**src/hw/rtl/bdpc_pkg.sv**
```systemverilog
// Types and constants shared by the button debounce and press classifier.
`default_nettype none

package bdpc_pkg;

	localparam int ACTION_W = 2;
	localparam int EVENT_W  = 2;
	localparam int NOW_W    = 32;
	localparam int CFG_W    = 16;
	localparam int CFG_IDX_W = 3;

	typedef enum logic [ACTION_W-1:0] {
		ACT_SAMPLE   = 2'd0,
		ACT_WAKE     = 2'd1,
		ACT_SUPPRESS = 2'd2,
		ACT_CLEAR    = 2'd3
	} action_t;

	typedef enum logic [EVENT_W-1:0] {
		EV_NONE  = 2'd0,
		EV_SHORT = 2'd1,
		EV_LONG  = 2'd2
	} event_t;

	typedef enum logic [CFG_IDX_W-1:0] {
		REG_DEBOUNCE   = 3'd0,
		REG_TAP_MIN    = 3'd1,
		REG_LONG_PRESS = 3'd2,
		REG_REPEAT_GAP = 3'd3,
		REG_LONG_EN    = 3'd4
	} reg_idx_t;

	localparam logic [CFG_W-1:0] DEBOUNCE_RST   = 16'd50;
	localparam logic [CFG_W-1:0] TAP_MIN_RST    = 16'd30;
	localparam logic [CFG_W-1:0] LONG_PRESS_RST = 16'd1000;
	localparam logic [CFG_W-1:0] REPEAT_GAP_RST = 16'd0;
	localparam logic             LONG_EN_RST    = 1'b1;

endpackage

`default_nettype wire

```
**src/hw/rtl/button_debounce_press_classifier.sv**
```systemverilog
// Top level: debounce of one active-low button with short, long and repeat press events.
`default_nettype none

// One word in gives one word out. The block takes a word every cycle unless a full
// output register is held by a low out_ready. The word is registered, then a single pass
// of wrap-around subtract and compare against the stored button state decides the event
// and the next state, and the result lands in an output register. That single
// subtract-compare pass on TIME_BITS-wide timestamps sets the clock period. Timestamps are
// kept modulo 2^TIME_BITS. Write configuration only while no word is in flight.
module button_debounce_press_classifier #(
	parameter int TIME_BITS = 32
) (
	input  wire                                  clk,
	input  wire                                  arst_n,
	input  wire                                  in_valid,
	output logic                                 in_ready,
	input  wire  [bdpc_pkg::ACTION_W-1:0]        action,
	input  wire                                  pin_level,
	input  wire  [bdpc_pkg::NOW_W-1:0]           now_ms,
	output logic                                 out_valid,
	input  wire                                  out_ready,
	output logic [bdpc_pkg::EVENT_W-1:0]         event_res,
	output logic                                 pressed_now,
	input  wire                                  cfg_valid,
	output logic                                 cfg_ready,
	input  wire  [bdpc_pkg::CFG_IDX_W-1:0]       cfg_index,
	input  wire  [bdpc_pkg::CFG_W-1:0]           cfg_data
);
	import bdpc_pkg::*;

	typedef logic [TIME_BITS-1:0] tstamp_t;

	logic [CFG_W-1:0] debounce_q, tap_min_q, long_press_q, repeat_gap_q;
	logic             long_en_q;

	logic    valid_s1;
	action_t action_s1;
	logic    pin_s1;
	tstamp_t now_s1;

	logic    stable_q, last_raw_q, long_fired_q, supp_active_q, supp_started_q;
	tstamp_t deb_start_q, press_start_q, last_long_q, supp_start_q;

	logic    stable_d, last_raw_d, long_fired_d, supp_active_d, supp_started_d;
	tstamp_t deb_start_d, press_start_d, last_long_d, supp_start_d;
	event_t  ev_d;

	logic    out_valid_q;
	event_t  event_q;
	logic    pressed_q;

	logic                    advance;
	logic [TIME_BITS+NOW_W-1:0] now_ext;
	tstamp_t                 now_in;

	tstamp_t deb_elapsed, supp_elapsed, tap_elapsed, hold_elapsed, rep_elapsed;
	tstamp_t deb_lim, tap_lim, long_lim, rep_lim;
	logic    deb_ok, short_hit;

	assign advance   = valid_s1 && (!out_valid_q || out_ready);
	assign in_ready  = !valid_s1 || advance;
	assign cfg_ready = 1'b1;

	assign now_ext = {{TIME_BITS{1'b0}}, now_ms};
	assign now_in  = now_ext[TIME_BITS-1:0];

	assign deb_lim  = TIME_BITS'(debounce_q);
	assign tap_lim  = TIME_BITS'(tap_min_q);
	assign long_lim = TIME_BITS'(long_press_q);
	assign rep_lim  = TIME_BITS'(repeat_gap_q);

	assign deb_elapsed  = now_s1 - deb_start_q;
	assign supp_elapsed = now_s1 - supp_start_q;
	assign tap_elapsed  = now_s1 - press_start_q;
	assign rep_elapsed  = now_s1 - last_long_q;

	assign deb_ok = (pin_s1 == last_raw_q) && (deb_elapsed > deb_lim);

	always_comb begin
		stable_d       = stable_q;
		last_raw_d     = last_raw_q;
		long_fired_d   = long_fired_q;
		supp_active_d  = supp_active_q;
		supp_started_d = supp_started_q;
		deb_start_d    = deb_start_q;
		press_start_d  = press_start_q;
		last_long_d    = last_long_q;
		supp_start_d   = supp_start_q;
		ev_d           = EV_NONE;
		short_hit      = 1'b0;
		hold_elapsed   = '0;
		case (action_s1)
			ACT_SAMPLE: begin
				if (supp_active_q) begin
					if (!pin_s1) begin
						supp_started_d = 1'b0;
						supp_start_d   = '0;
						last_raw_d     = 1'b0;
						stable_d       = 1'b0;
					end else if (!supp_started_q) begin
						supp_started_d = 1'b1;
						supp_start_d   = now_s1;
					end else if (supp_elapsed > deb_lim) begin
						supp_active_d  = 1'b0;
						supp_started_d = 1'b0;
						supp_start_d   = '0;
						stable_d       = 1'b1;
						last_raw_d     = 1'b1;
						press_start_d  = '0;
						last_long_d    = '0;
						long_fired_d   = 1'b0;
						deb_start_d    = now_s1;
					end
				end else begin
					if (pin_s1 != last_raw_q) begin
						deb_start_d = now_s1;
					end
					if (deb_ok && (pin_s1 != stable_q)) begin
						stable_d = pin_s1;
						if (!pin_s1) begin
							press_start_d = now_s1;
							long_fired_d  = 1'b0;
						end else if (!stable_q && !long_fired_q) begin
							press_start_d = '0;
							short_hit     = tap_elapsed > tap_lim;
						end
					end
					if (short_hit) begin
						ev_d = EV_SHORT;
					end else begin
						last_raw_d   = pin_s1;
						hold_elapsed = now_s1 - press_start_d;
						if (long_en_q && !pin_s1 && !stable_d) begin
							if (!long_fired_d && (hold_elapsed > long_lim)) begin
								long_fired_d = 1'b1;
								last_long_d  = now_s1;
								ev_d         = EV_LONG;
							end else if (long_fired_d && (repeat_gap_q != '0) &&
									(rep_elapsed >= rep_lim)) begin
								last_long_d = now_s1;
								ev_d        = EV_LONG;
							end
						end
					end
				end
			end
			ACT_WAKE: begin
				if (!pin_s1) begin
					stable_d      = 1'b0;
					last_raw_d    = 1'b0;
					press_start_d = now_s1;
					last_long_d   = '0;
					long_fired_d  = 1'b0;
					deb_start_d   = now_s1;
				end
			end
			ACT_SUPPRESS: begin
				supp_active_d  = 1'b1;
				supp_started_d = 1'b0;
				supp_start_d   = '0;
			end
			ACT_CLEAR: begin
				stable_d      = 1'b1;
				last_raw_d    = 1'b1;
				press_start_d = '0;
				last_long_d   = '0;
				long_fired_d  = 1'b0;
				deb_start_d   = now_s1;
			end
			default: begin
				ev_d = EV_NONE;
			end
		endcase
	end

	// configuration registers
	always_ff @(posedge clk or negedge arst_n) begin
		if (!arst_n) begin
			debounce_q   <= DEBOUNCE_RST;
			tap_min_q    <= TAP_MIN_RST;
			long_press_q <= LONG_PRESS_RST;
			repeat_gap_q <= REPEAT_GAP_RST;
			long_en_q    <= LONG_EN_RST;
		end else if (cfg_valid && cfg_ready) begin
			case (reg_idx_t'(cfg_index))
				REG_DEBOUNCE:   debounce_q   <= cfg_data;
				REG_TAP_MIN:    tap_min_q    <= cfg_data;
				REG_LONG_PRESS: long_press_q <= cfg_data;
				REG_REPEAT_GAP: repeat_gap_q <= cfg_data;
				REG_LONG_EN:    long_en_q    <= cfg_data[0];
				default:        ;
			endcase
		end
	end

	// input stage
	always_ff @(posedge clk or negedge arst_n) begin
		if (!arst_n) begin
			valid_s1 <= 1'b0;
		end else if (in_ready) begin
			valid_s1 <= in_valid;
		end
	end

	always_ff @(posedge clk) begin
		if (in_valid && in_ready) begin
			action_s1 <= action_t'(action);
			pin_s1    <= pin_level;
			now_s1    <= now_in;
		end
	end

	// button state, advance once per processed word
	always_ff @(posedge clk or negedge arst_n) begin
		if (!arst_n) begin
			stable_q       <= 1'b1;
			last_raw_q     <= 1'b1;
			long_fired_q   <= 1'b0;
			supp_active_q  <= 1'b0;
			supp_started_q <= 1'b0;
			deb_start_q    <= '0;
			press_start_q  <= '0;
			last_long_q    <= '0;
			supp_start_q   <= '0;
		end else if (advance) begin
			stable_q       <= stable_d;
			last_raw_q     <= last_raw_d;
			long_fired_q   <= long_fired_d;
			supp_active_q  <= supp_active_d;
			supp_started_q <= supp_started_d;
			deb_start_q    <= deb_start_d;
			press_start_q  <= press_start_d;
			last_long_q    <= last_long_d;
			supp_start_q   <= supp_start_d;
		end
	end

	// result register
	always_ff @(posedge clk or negedge arst_n) begin
		if (!arst_n) begin
			out_valid_q <= 1'b0;
		end else if (advance) begin
			out_valid_q <= 1'b1;
		end else if (out_ready) begin
			out_valid_q <= 1'b0;
		end
	end

	always_ff @(posedge clk) begin
		if (advance) begin
			event_q   <= ev_d;
			pressed_q <= !pin_s1;
		end
	end

	assign out_valid   = out_valid_q;
	assign event_res   = event_q;
	assign pressed_now = pressed_q;

	a_supp_silent: assert property (@(posedge clk) disable iff (!arst_n)
		advance && supp_active_q |=> event_res == EV_NONE)
		else $error("event produced while suppressed");

	a_pressed: assert property (@(posedge clk) disable iff (!arst_n)
		advance |=> pressed_now == !$past(pin_s1))
		else $error("pressed_now does not follow the pin");

	a_long_off: assert property (@(posedge clk) disable iff (!arst_n)
		advance && !long_en_q |=> event_res != EV_LONG)
		else $error("long event while long events disabled");

	a_accept: assert property (@(posedge clk) disable iff (!arst_n)
		!out_valid_q |-> in_ready)
		else $error("input stalled with empty output");

endmodule

`default_nettype wire

```
**config.mk**
```make
export PLATFORM = sky130hd
export DESIGN_NAME = button_debounce_press_classifier
export DESIGN_NICKNAME = d
export VERILOG_FILES = /design/src/hw/rtl/bdpc_pkg.sv /design/src/hw/rtl/button_debounce_press_classifier.sv
export SDC_FILE = /design/constraint.sdc
export NUM_CORES = 1
export LEC_CHECK = 0
export BUFFER_PORTS_ARGS = -buffer_cell sky130_fd_sc_hd__buf_4
export CAP_MARGIN = 15
export CORE_AREA = 2 2 208 210
export CTS_BUF_LIST = sky130_fd_sc_hd__clkbuf_2
export DETAILED_ROUTE_END_ITERATION = 10
export DIE_AREA = 0 0 210 212
export PLACE_DENSITY = 0.66
export SLEW_MARGIN = 10
export SYNTH_ARGS = -nofsm -noshare
export SYNTH_HDL_FRONTEND = slang
export SYNTH_SLANG_ARGS = --single-unit
export TNS_END_PERCENT = 30
```
**constraint.sdc**
```tcl
create_clock -name clk -period 19.8 [get_ports clk]
set_input_delay 2.97 -clock clk [delete_from_list [all_inputs] [get_ports clk]]
set_output_delay 2.97 -clock clk [all_outputs]
set_load 0.05 [all_outputs]
```
==> impl_metrics.yaml, run 1 <==
global_routing:
  grt_usage_pct: 29.4
  antenna_found_initial: 2
  grt_pass1_vias: 18400
  grt_first_pass_wirelength_um: 102000
  grt-ovfl-total: 0
  grt_max_degree: 121
timing:
  setup_ws_ns: 9.46
  finalCritPeriodShare_pct: 52.2
  tightest_slew_ns: 1.11
  finalHoldViolCount: 0
  rsz0062_at_grt: "false"
  whs_ns: 0.489
  fmax_mhz: 96.7
  clock_skew_ns: 0.0961
  relSlewSlack_pct: 24.3
  finalSetupTns_ns: 0
  drv_slew: 0
  setup_viol: 0
  layout_min_cycle_time_ns: 10.34
floorplan:
  fp-row-count: 76
  die_area_um2: 44500
  start_util_pct: 49.3
  ios: 65
  core-area_um2: 42500
  die_y_um: 212
  die_x_um: 210
clocking:
  h-tree-depth: 3
  cts_tree: "yes"
  path_clk_slew_ns: 0.11
  clock_latency_ns: 1.01
  cts_resized: 0
  cts.sinks: 238
  cts_hold_buf: 0
  cts_made_buffers: 69
  clock-root-buffer: "clkbuf_2"
  clockBufferDepth: 3
  post_cts_buffers: 0
run_status:
  outcome: "complete, no violations"
routing:
  wl_per_cell_um: 20.3
  drtPass1Iterations: 7
  drt_iter0_markers: 1756
  drcViolationCount: 0
  route.vias.total: 19400
  postRouteAntennaNets: 0
  wl_um: 65200
  routed_via_density: 6.02
cells_and_area:
  regArea_um2: 6170
  layout_commonest_cell: "nand2_1"
  drive_gt1_share_pct: 10.8
  final_nets: 2919
  multi_input_area_um2: 13500
  fillers: 3980
  syn2layout_area_growth_pct: 8.13
  stdcell_count: 3218
  final_cell_mix: "nand2_1, inv_1, ha_1"
critical_path:
  r2r_setup_slack_ns: 9.46
  cpPeakStageDelay_ns: 0.73
  critical_path_required_ns: 20.67
  timing.rr.start: "now_s1[1]$_DFFE_PP_"
  r2r_cells: 42
  cp.arrival_ns: 11.22
  r2r-end: "last_long_q[7]$_DFFE_PN0P_"
  path_common_cell: "a21oi_1"
  cp-start-kind: "flip-flop"
  critPathMaxFanout: 32
  crit_path_end_kind: "flip-flop"
  criticalPathCategory: "reg2reg"
  slowest_stage: "edfxtp_1"
yosys:
  synthArstFlopShare_pct: 84.0
  synth.avg_cell_area_um2: 8.21
  ys.flop_type: "dfrtp_1"
  ys_seq_area_share_pct: 29.4
  synthesis.area_um2: 21000
  yosysWarnings: 0
  synthCells: 2553
  synth.distinct_cells: 87
  syn-num-nets: 2852
  synth_seq_cells: 238
  synth_edf_count: 38
hold_path:
  whs_path_depth: 2
  hold_start: "supp_start_q[17]$_DFFE_PN0P_"
  min-delay-path-class: "reg2reg"
  hold_end: "supp_start_q[17]$_DFFE_PN0P_"
placed_design:
  pre_cts_slack_ns: 9.61
  routabilityCongestion: 0.974
  dp_hpwl_um: 48700
  port-buffer-count: 63
  place_inst: 3092
power:
  power.leakage_nw: 10.3
  power_density_nw_per_um2: 125
  irDropWorstVdd_v: 0.0000487
job:
  drv_cap: 0
## worst max path at each step
stage	start	endpoint	slack [ns]	cells after the start
after CTS	now_s1[1]$_DFFE_PP_	last_long_q[5]$_DFFE_PN0P_	9.50	42
after detailed placement	now_s1[1]$_DFFE_PP_	last_long_q[29]$_DFFE_PN0P_	9.61	42
after floorplan	now_s1[1]$_DFFE_PP_	last_long_q[10]$_DFFE_PN0P_	11.24	42
after global placement	now_s1[1]$_DFFE_PP_	last_long_q[26]$_DFFE_PN0P_	9.91	42
after global routing	now_s1[1]$_DFFE_PP_	last_long_q[28]$_DFFE_PN0P_	8.72	42
final	now_s1[1]$_DFFE_PP_	last_long_q[7]$_DFFE_PN0P_	9.46	42
## cells in the mapped netlist, types with 20 or more instances
| cell | n | area [µm²] |
|---|---|---|
| dfrtp_1 | 184 | 4600 |
| nor2b_1 | 20 | 125 |
| xor2_1 | 39 | 342 |
| o21ai_0 | 218 | 1090 |
| nor2_1 | 125 | 469 |
| nand2_1 | 334 | 1250 |
| a22oi_1 | 33 | 248 |
| mux2i_1 | 45 | 450 |
| nor3_1 | 33 | 165 |
| o211ai_1 | 48 | 360 |
| mux2_2 | 26 | 293 |
| clkbuf_1 | 89 | 334 |
| nand4_1 | 50 | 313 |
| edfxtp_1 | 38 | 1140 |
| ha_1 | 235 | 2940 |
| o21a_1 | 72 | 541 |
| nand3_1 | 42 | 210 |
| a21o_1 | 83 | 623 |
| xnor2_1 | 58 | 508 |
| o21bai_1 | 22 | 165 |
| nor4_1 | 21 | 131 |
| nand2b_1 | 24 | 150 |
| a21oi_1 | 181 | 906 |
| inv_1 | 242 | 908 |
## state kept, by name, indices dropped and copies added, names as in the netlist
register,flops
deb_start_q,32
last_long_q,32
now_s1,32
press_start_q,32
supp_start_q,32
debounce_q,16
long_press_q,16
repeat_gap_q,16
tap_min_q,16
action_s1,2
event_res,2
last_raw_q,1
long_en_q,1
long_fired_q,1
out_valid,1
pin_s1,1
pressed_now,1
stable_q,1
supp_active_q,1
supp_started_q,1
valid_s1,1
## metal layers
layer / part of all wire [%] / GRT usage, % / vias to the layer above
met5: 0 / 0 / -
met3: 6.0 / 3.99 / 120
met1: 45 / 39.6 / 9194
met4: 3.6 / 11.8 / 0
met2: 45 / 48.0 / 680
li1: - / - / 9393
## final cells by class
type,instances,area share [%]
diodes,2,0.0221
clock buffers,105,2.32
clock inverters,16,0.546
inverters,243,4.02
multi-input cells,1967,59.4
flip-flops and latches,238,27.2
well taps,546,3.01
repair buffers,101,3.53
## cells by family after synthesis
logic type               after synthesis  share of synthesized area, %
AO/OA/AOI/OAI                        826                          25.6
AND/OR/NAND/NOR                      732                          16.3
flip-flops                           238                          29.4
other                                  1                        0.0179
multiplexers                          71                          3.54
XOR/XNOR                              97                          4.05
adder cells (fa/ha/maj)              240                          14.5
buffers and inverters                348                          6.59
## critical path: cells and delay by family, from the launching register on
family                     cells  cell delay, ns
buffers and inverters          3            1.07
xor gates and xnor gates       2            0.29
muxes                          2            0.41
adders and majority gates      4            1.45
and+or+nand+nor               15            2.83
DFF                            1            0.73
AOI/OAI and AO/OA             16            3.36
## metrics by stage
stage | total power (W) | cell area [µm²] | utilization [%]
4_1_cts | 0.00282 | 22600 | 53.2
3_3_place_gp | 0.00236 | 22000 | 51.7
6_report | 0.00283 | 22700 | 53.3
3_5_place_dp | 0.00241 | 22000 | 51.7
2_1_floorplan | 0.00198 | 21000 | -
5_1_grt | 0.00308 | 22700 | 53.3
## power breakdown
group	total (W)	switching (W)	internal (W)	leakage, nW
registers	0.000675	0.0000644	0.000610	2.84
logic	0.00176	0.00105	0.000715	7.00
clock network	0.000395	0.000229	0.000166	0.485
total	0.00283	0.00134	0.00149	10.3
Power figures use the tool's default switching activity.
==> run 2, diff against run 1 <==
--- a/config.mk
+++ b/config.mk
@@ -11,7 +11,7 @@
 export CTS_BUF_LIST = sky130_fd_sc_hd__clkbuf_2
 export DETAILED_ROUTE_END_ITERATION = 10
 export DIE_AREA = 0 0 210 212
-export PLACE_DENSITY = 0.66
+export PLACE_DENSITY = 0.68
 export SLEW_MARGIN = 10
 export SYNTH_ARGS = -nofsm -noshare
 export SYNTH_HDL_FRONTEND = slang
==> constraint.sdc (replaced) <==
create_clock -name clk -period 8.8 [get_ports clk]
set_input_delay 1.32 -clock clk [delete_from_list [all_inputs] [get_ports clk]]
set_output_delay 1.32 -clock clk [all_outputs]
set_load 0.05 [all_outputs]
==> impl_metrics.yaml, run 2 (synthesis gave the netlist of run 1 again) <==
timing:
  drv_slew: 0
  relSlewSlack_pct: 28.6
  setup_viol: 0
  setup_ws_ns: 0.353
  layout_min_cycle_time_ns: 8.45
  finalSetupTns_ns: 0
  rsz0062_at_grt: "true"
  tightest_slew_ns: 1.07
  clock_skew_ns: 0.143
  finalHoldViolCount: 0
  finalCritPeriodShare_pct: 96.0
  fmax_mhz: 118
critical_path:
  crit_path_end_kind: "flip-flop"
  cp.arrival_ns: 9.31
  critPathMaxFanout: 25
  cp-start-kind: "flip-flop"
  cp.depth: 41
  startpoint: "now_s1[1]$_DFFE_PP_"
  timing.rr.start: "now_s1[1]$_DFFE_PP_"
  critical_path_required_ns: 9.66
  critPathTopFamily: "compound AO/OA/AOI/OAI gates"
  criticalPathCategory: "reg2reg"
  cpPeakStageDelay_ns: 0.44
  endpoint: "last_long_q[0]$_DFFE_PN0P_"
  r2r_cells: 41
  cp.buffers_inverters: 3
  r2r_setup_slack_ns: 0.35
  path_common_cell: "ha_1"
  r2r-end: "last_long_q[0]$_DFFE_PN0P_"
  slowest_stage: "edfxtp_1"
routing:
  m1WireLength_um: 29800
  routed_via_density: 6.01
  wl_met2_um: 30100
  dr_wl_met3_um: 5260
  route.vias.total: 19800
  wl_um: 67600
  drtPass1Iterations: 7
  postRouteAntennaNets: 0
  drcViolationCount: 0
  drt_iter0_markers: 1556
  top_layer: "met4"
  wl_per_cell_um: 20.5
power:
  p_int_w: 0.00354
  switchingPower_w: 0.00315
  power_density_nw_per_um2: 283
  power.leakage_nw: 10.8
  switching_share_pct: 47.1
  power_frac_seq_pct: 22.7
  p_clk_share_pct: 13.3
  irDropWorstVdd_v: 0.000148
  combPwrFrac_pct: 64.0
clocking:
  cts.sinks: 238
  cts_made_buffers: 68
  cts_hold_buf: 0
  clockBufferDepth: 3
  clock_latency_ns: 1.07
  clock-root-buffer: "clkbuf_2"
  path_clk_slew_ns: 0.12
  h-tree-depth: 3
  cts_tree: "yes"
hold_path:
  min-delay-path-class: "in2async"
job:
  drv_cap: 0
floorplan:
  ios: 65
  core-area_um2: 42500
  die_area_um2: 44500
  die_x_um: 210
  start_util_pct: 49.3
  die_y_um: 212
  fp-row-count: 76
placed_design:
  dp_hpwl_um: 49400
  routabilityCongestion: 0.958
  place_inst: 3151
  pre_cts_slack_ns: -0.267
  port-buffer-count: 63
global_routing:
  grt_first_pass_wirelength_um: 104000
  grt_max_degree: 77
  grt-ovfl-total: 0
  antenna_found_initial: 3
  grt_pass1_vias: 18900
  grt_usage_pct: 30.3
cells_and_area:
  drive_gt1_share_pct: 15.0
  syn2layout_area_growth_pct: 12.6
  final_cell_mix: "nand2_1, inv_1, ha_1"
  stdcell_count: 3299
  layout_commonest_cell: "nand2_1"
  final_nets: 2994
run_status:
  outcome: "complete, no violations"
==> run 2: changes by cell type in the layout (fill, tap and decap cells not counted), moves of 5 or more <==
cell      previous run  this run
clkinv_2             0         7
a21oi_1            181       165
clkbuf_2           105        98
a21oi_2              2        16
ha_1               235       230
buf_4               97       168
==> run 2: power by group through the flow <==
stage          registers (W)  clock network, W  logic [W]
2_1_floorplan        0.00150                 0    0.00295
3_3_place_gp         0.00152                 0    0.00390
3_5_place_dp         0.00153                 0    0.00400
4_1_cts              0.00151          0.000920    0.00409
5_1_grt              0.00154          0.000979    0.00475
6_report             0.00152          0.000888    0.00428
==> run 2: layout make-up <==
class | count | area, µm²
clock buffer | 98 | 490
multi-input combinational | 1967 | 13800
sequential | 238 | 6170
tap | 546 | 683
clock inverter | 26 | 170
timing repair buffer | 177 | 1410
fill | 3931 | 18900
inverter | 243 | 912
antenna | 4 | 10.0
==> run 2: worst register-to-register path: cells and delay by family (launching register included) <==
family / cells / cell delay [ns]
and+or+nand+nor: 12 / 2.20
adders and majority gates: 4 / 1.34
buffers and inverters: 3 / 0.60
muxes: 2 / 0.33
xor gates and xnor gates: 2 / 0.27
AOI/OAI and AO/OA: 18 / 3.11
DFF: 1 / 0.44
==> run 2: through the flow <==
stage / power (W) / utilization [%] / hold WS (ns) / cell area (µm²)
floorplan: 0.00446 / - / 0.443 / 21000
global placement: 0.00543 / 52.7 / 0.463 / 22400
detailed placement: 0.00553 / 52.7 / 0.470 / 22400
CTS: 0.00652 / 54.9 / 0.246 / 23300
global route: 0.00727 / 55.6 / 0.315 / 23600
finish: 0.00669 / 55.6 / 0.356 / 23600
==> run 2: worst min path at each step <==
| stage | endpoint | slack, ns | cells past startpoint |
|---|---|---|---|
| after floorplan | supp_start_q[1]$_DFFE_PN0P_ | 0.44 | 2 |
| after global placement | supp_start_q[21]$_DFFE_PN0P_ | 0.46 | 2 |
| after detailed placement | supp_start_q[13]$_DFFE_PN0P_ | 0.47 | 2 |
| after CTS | deb_start_q[26]$_DFFE_PN0P_ | 0.25 | 1 |
| after global routing | press_start_q[4]$_DFFE_PN0P_ | 0.31 | 1 |
| final | deb_start_q[1]$_DFFE_PN0P_ | 0.36 | 1 |
==> run 2: repair_timing <==
item                                   CTS  global route
endpoints found under the hold margin    0             0
pin swaps                               13            52
setup endpoints to repair               34            34
cloned                                   3             0
setup buffers                            7            13
gates resized for setup                 25            54
==> run 2: per-layer routing <==
metal  GRT usage (%)  vias to the layer above
met2            47.5                      689
met5               0                        -
li1                -                     9540
met4            12.8                        0
met1            40.8                     9468
met3            6.34                      134
==> run 3, diff against run 2 <==
--- a/config.mk
+++ b/config.mk
@@ -12,8 +12,9 @@
 export DETAILED_ROUTE_END_ITERATION = 10
 export DIE_AREA = 0 0 210 212
 export PLACE_DENSITY = 0.68
+export SETUP_SLACK_MARGIN = 0.4
 export SLEW_MARGIN = 10
 export SYNTH_ARGS = -nofsm -noshare
 export SYNTH_HDL_FRONTEND = slang
 export SYNTH_SLANG_ARGS = --single-unit
-export TNS_END_PERCENT = 30
+export TNS_END_PERCENT = 100
==> impl_metrics.yaml, run 3 (synthesis gave the netlist of run 1 again) <==
placed_design:
  port-buffer-count: 63
  dp_hpwl_um: 48900
  place_inst: 3125
  routabilityCongestion: 0.969
  place_area_um2: 22200
power:
  power_frac_seq_pct: 22.7
  switching_share_pct: 47.0
  power_density_nw_per_um2: 282
  total_power_w: 0.00672
  switchingPower_w: 0.00316
  irDropWorstVdd_v: 0.000161
  p_int_w: 0.00356
  power.leakage_nw: 10.8
  p_clk_share_pct: 13.4
  combPwrFrac_pct: 63.9
timing:
  setup_viol: 0
  layout_min_cycle_time_ns: 8.47
  finalCritPeriodShare_pct: 96.2
  relSlewSlack_pct: 28.3
  finalSetupTns_ns: 0
  drv_slew: 0
  tightest_slew_ns: 1.08
  finalHoldViolCount: 0
  fmax_mhz: 118
  rsz0062_at_grt: "true"
  clock_skew_ns: 0.120
clocking:
  h-tree-depth: 3
  clock-root-buffer: "clkbuf_2"
  cts_tree: "yes"
  cts_hold_buf: 0
  clock_latency_ns: 1.02
  clockBufferDepth: 3
  cts.sinks: 238
  cts_made_buffers: 68
  path_clk_slew_ns: 0.10
hold_path:
  min-delay-path-class: "in2async"
critical_path:
  criticalPathCategory: "reg2reg"
  slowest_stage: "dfrtp_1"
  cp.arrival_ns: 9.38
  critical_path_required_ns: 9.72
  cpPeakStageDelay_ns: 0.42
  crit_path_end_kind: "flip-flop"
  critPathMaxFanout: 8
  cp-start-kind: "flip-flop"
cells_and_area:
  drive_gt1_share_pct: 15.5
  stdcell_count: 3292
  fillers: 3877
  final_cell_mix: "nand2_1, inv_1, ha_1"
  final_area_um2: 23800
  final_nets: 2990
  syn2layout_area_growth_pct: 13.4
  layout_commonest_cell: "nand2_1"
job:
  drv_cap: 0
floorplan:
  die_x_um: 210
  core-area_um2: 42500
  ios: 65
  die_y_um: 212
  die_area_um2: 44500
  fp-row-count: 76
  start_util_pct: 49.3
global_routing:
  grt_max_degree: 78
  grt_usage_pct: 30.5
  grt-ovfl-total: 0
  antenna_found_initial: 3
  grt_pass1_vias: 19200
  grt_first_pass_wirelength_um: 105000
routing:
  drcViolationCount: 0
  wl_per_cell_um: 20.6
  postRouteAntennaNets: 0
  wl_um: 67900
  routed_via_density: 6.03
  drtPass1Iterations: 6
  route.vias.total: 19900
  drt_iter0_markers: 1596
run_status:
  outcome: "complete, no violations"
[run 3: changes by cell type in the layout (fill, tap and decap cells not counted), sizes merged]
| cell | delta |
|---|---|
| clkinvlp | -3 |
| clkbuf | +9 |
| diode | -2 |
| inv | -1 |
| clkinv | -4 |
| buf | -7 |
| dlymetal6s2s | +1 |
[run 3: worst paths after layout]
kind / start / end / slack [ns] / cells past startpoint
max: deb_start_q[0]$_DFFE_PN0P_ / last_long_q[0]$_DFFE_PN0P_ / 0.33 / 45
min: arst_n / press_start_q[15]$_DFFE_PN0P_ / 0.27 / 1
max reg2reg: deb_start_q[0]$_DFFE_PN0P_ / last_long_q[0]$_DFFE_PN0P_ / 0.33 / 45
min reg2reg: supp_start_q[4]$_DFFE_PN0P_ / supp_start_q[4]$_DFFE_PN0P_ / 0.49 / 2
max in group asynchronous: arst_n / supp_start_q[18]$_DFFE_PN0P_ / 6.94 / 2
min in group clk: supp_start_q[4]$_DFFE_PN0P_ / supp_start_q[4]$_DFFE_PN0P_ / 0.49 / 2
[run 3: cell type report]
type	count	area [µm²]	area share, %
Tap cell	546	683	2.87
Sequential cell	238	6170	25.9
Multi-Input combinational cell	1967	13900	58.4
Inverter	243	912	3.84
Clock inverter	18	129	0.542
Timing Repair Buffer	173	1460	6.15
Antenna cell	2	5.00	0.0210
Clock buffer	105	526	2.21
[run 3: critical path: cells and delay by family (launching register included)]
kind	cells	cell delay [ns]
multiplexers	2	0.30
flip-flops	1	0.42
AO/OA/AOI/OAI	17	2.82
AND/OR/NAND/NOR	13	2.33
XOR/XNOR	2	0.29
adder cells (fa/ha/maj)	5	1.41
buffers and inverters	6	0.83
[run 3: repair_timing]
item	CTS	global route
resized for setup	43	54
endpoints found under the setup margin	34	34
pin swaps	31	48
setup buffers	18	18
gates cloned	3	2
[run 3: metal layers]
layer  vias up  wire [µm]  global-route usage (%)
met4         0       3650                    15.7
met1      9450      29400                    40.8
met3       166       5390                    5.83
met5         -          0                       0
met2       722      29400                    47.2
li1       9521          -                       -
[run 3: power by group through the flow]
stage               logic, W  registers [W]  clock network (W)
detailed placement   0.00391        0.00154                  0
CTS                  0.00404        0.00152           0.000927
finish               0.00429        0.00152           0.000898
global placement     0.00382        0.00153                  0
floorplan            0.00296        0.00150                  0
global route         0.00476        0.00155           0.000984
[run 3: metrics by stage]
stage	worst slack [ns]	utilization, %	hold slack, ns
after floorplan	0.431	-	0.443
after global placement	0.183	52.3	0.462
after detailed placement	-0.139	52.3	0.461
after CTS	0.407	54.8	0.213
after global routing	-0.0872	55.9	0.253
final	0.334	55.9	0.269
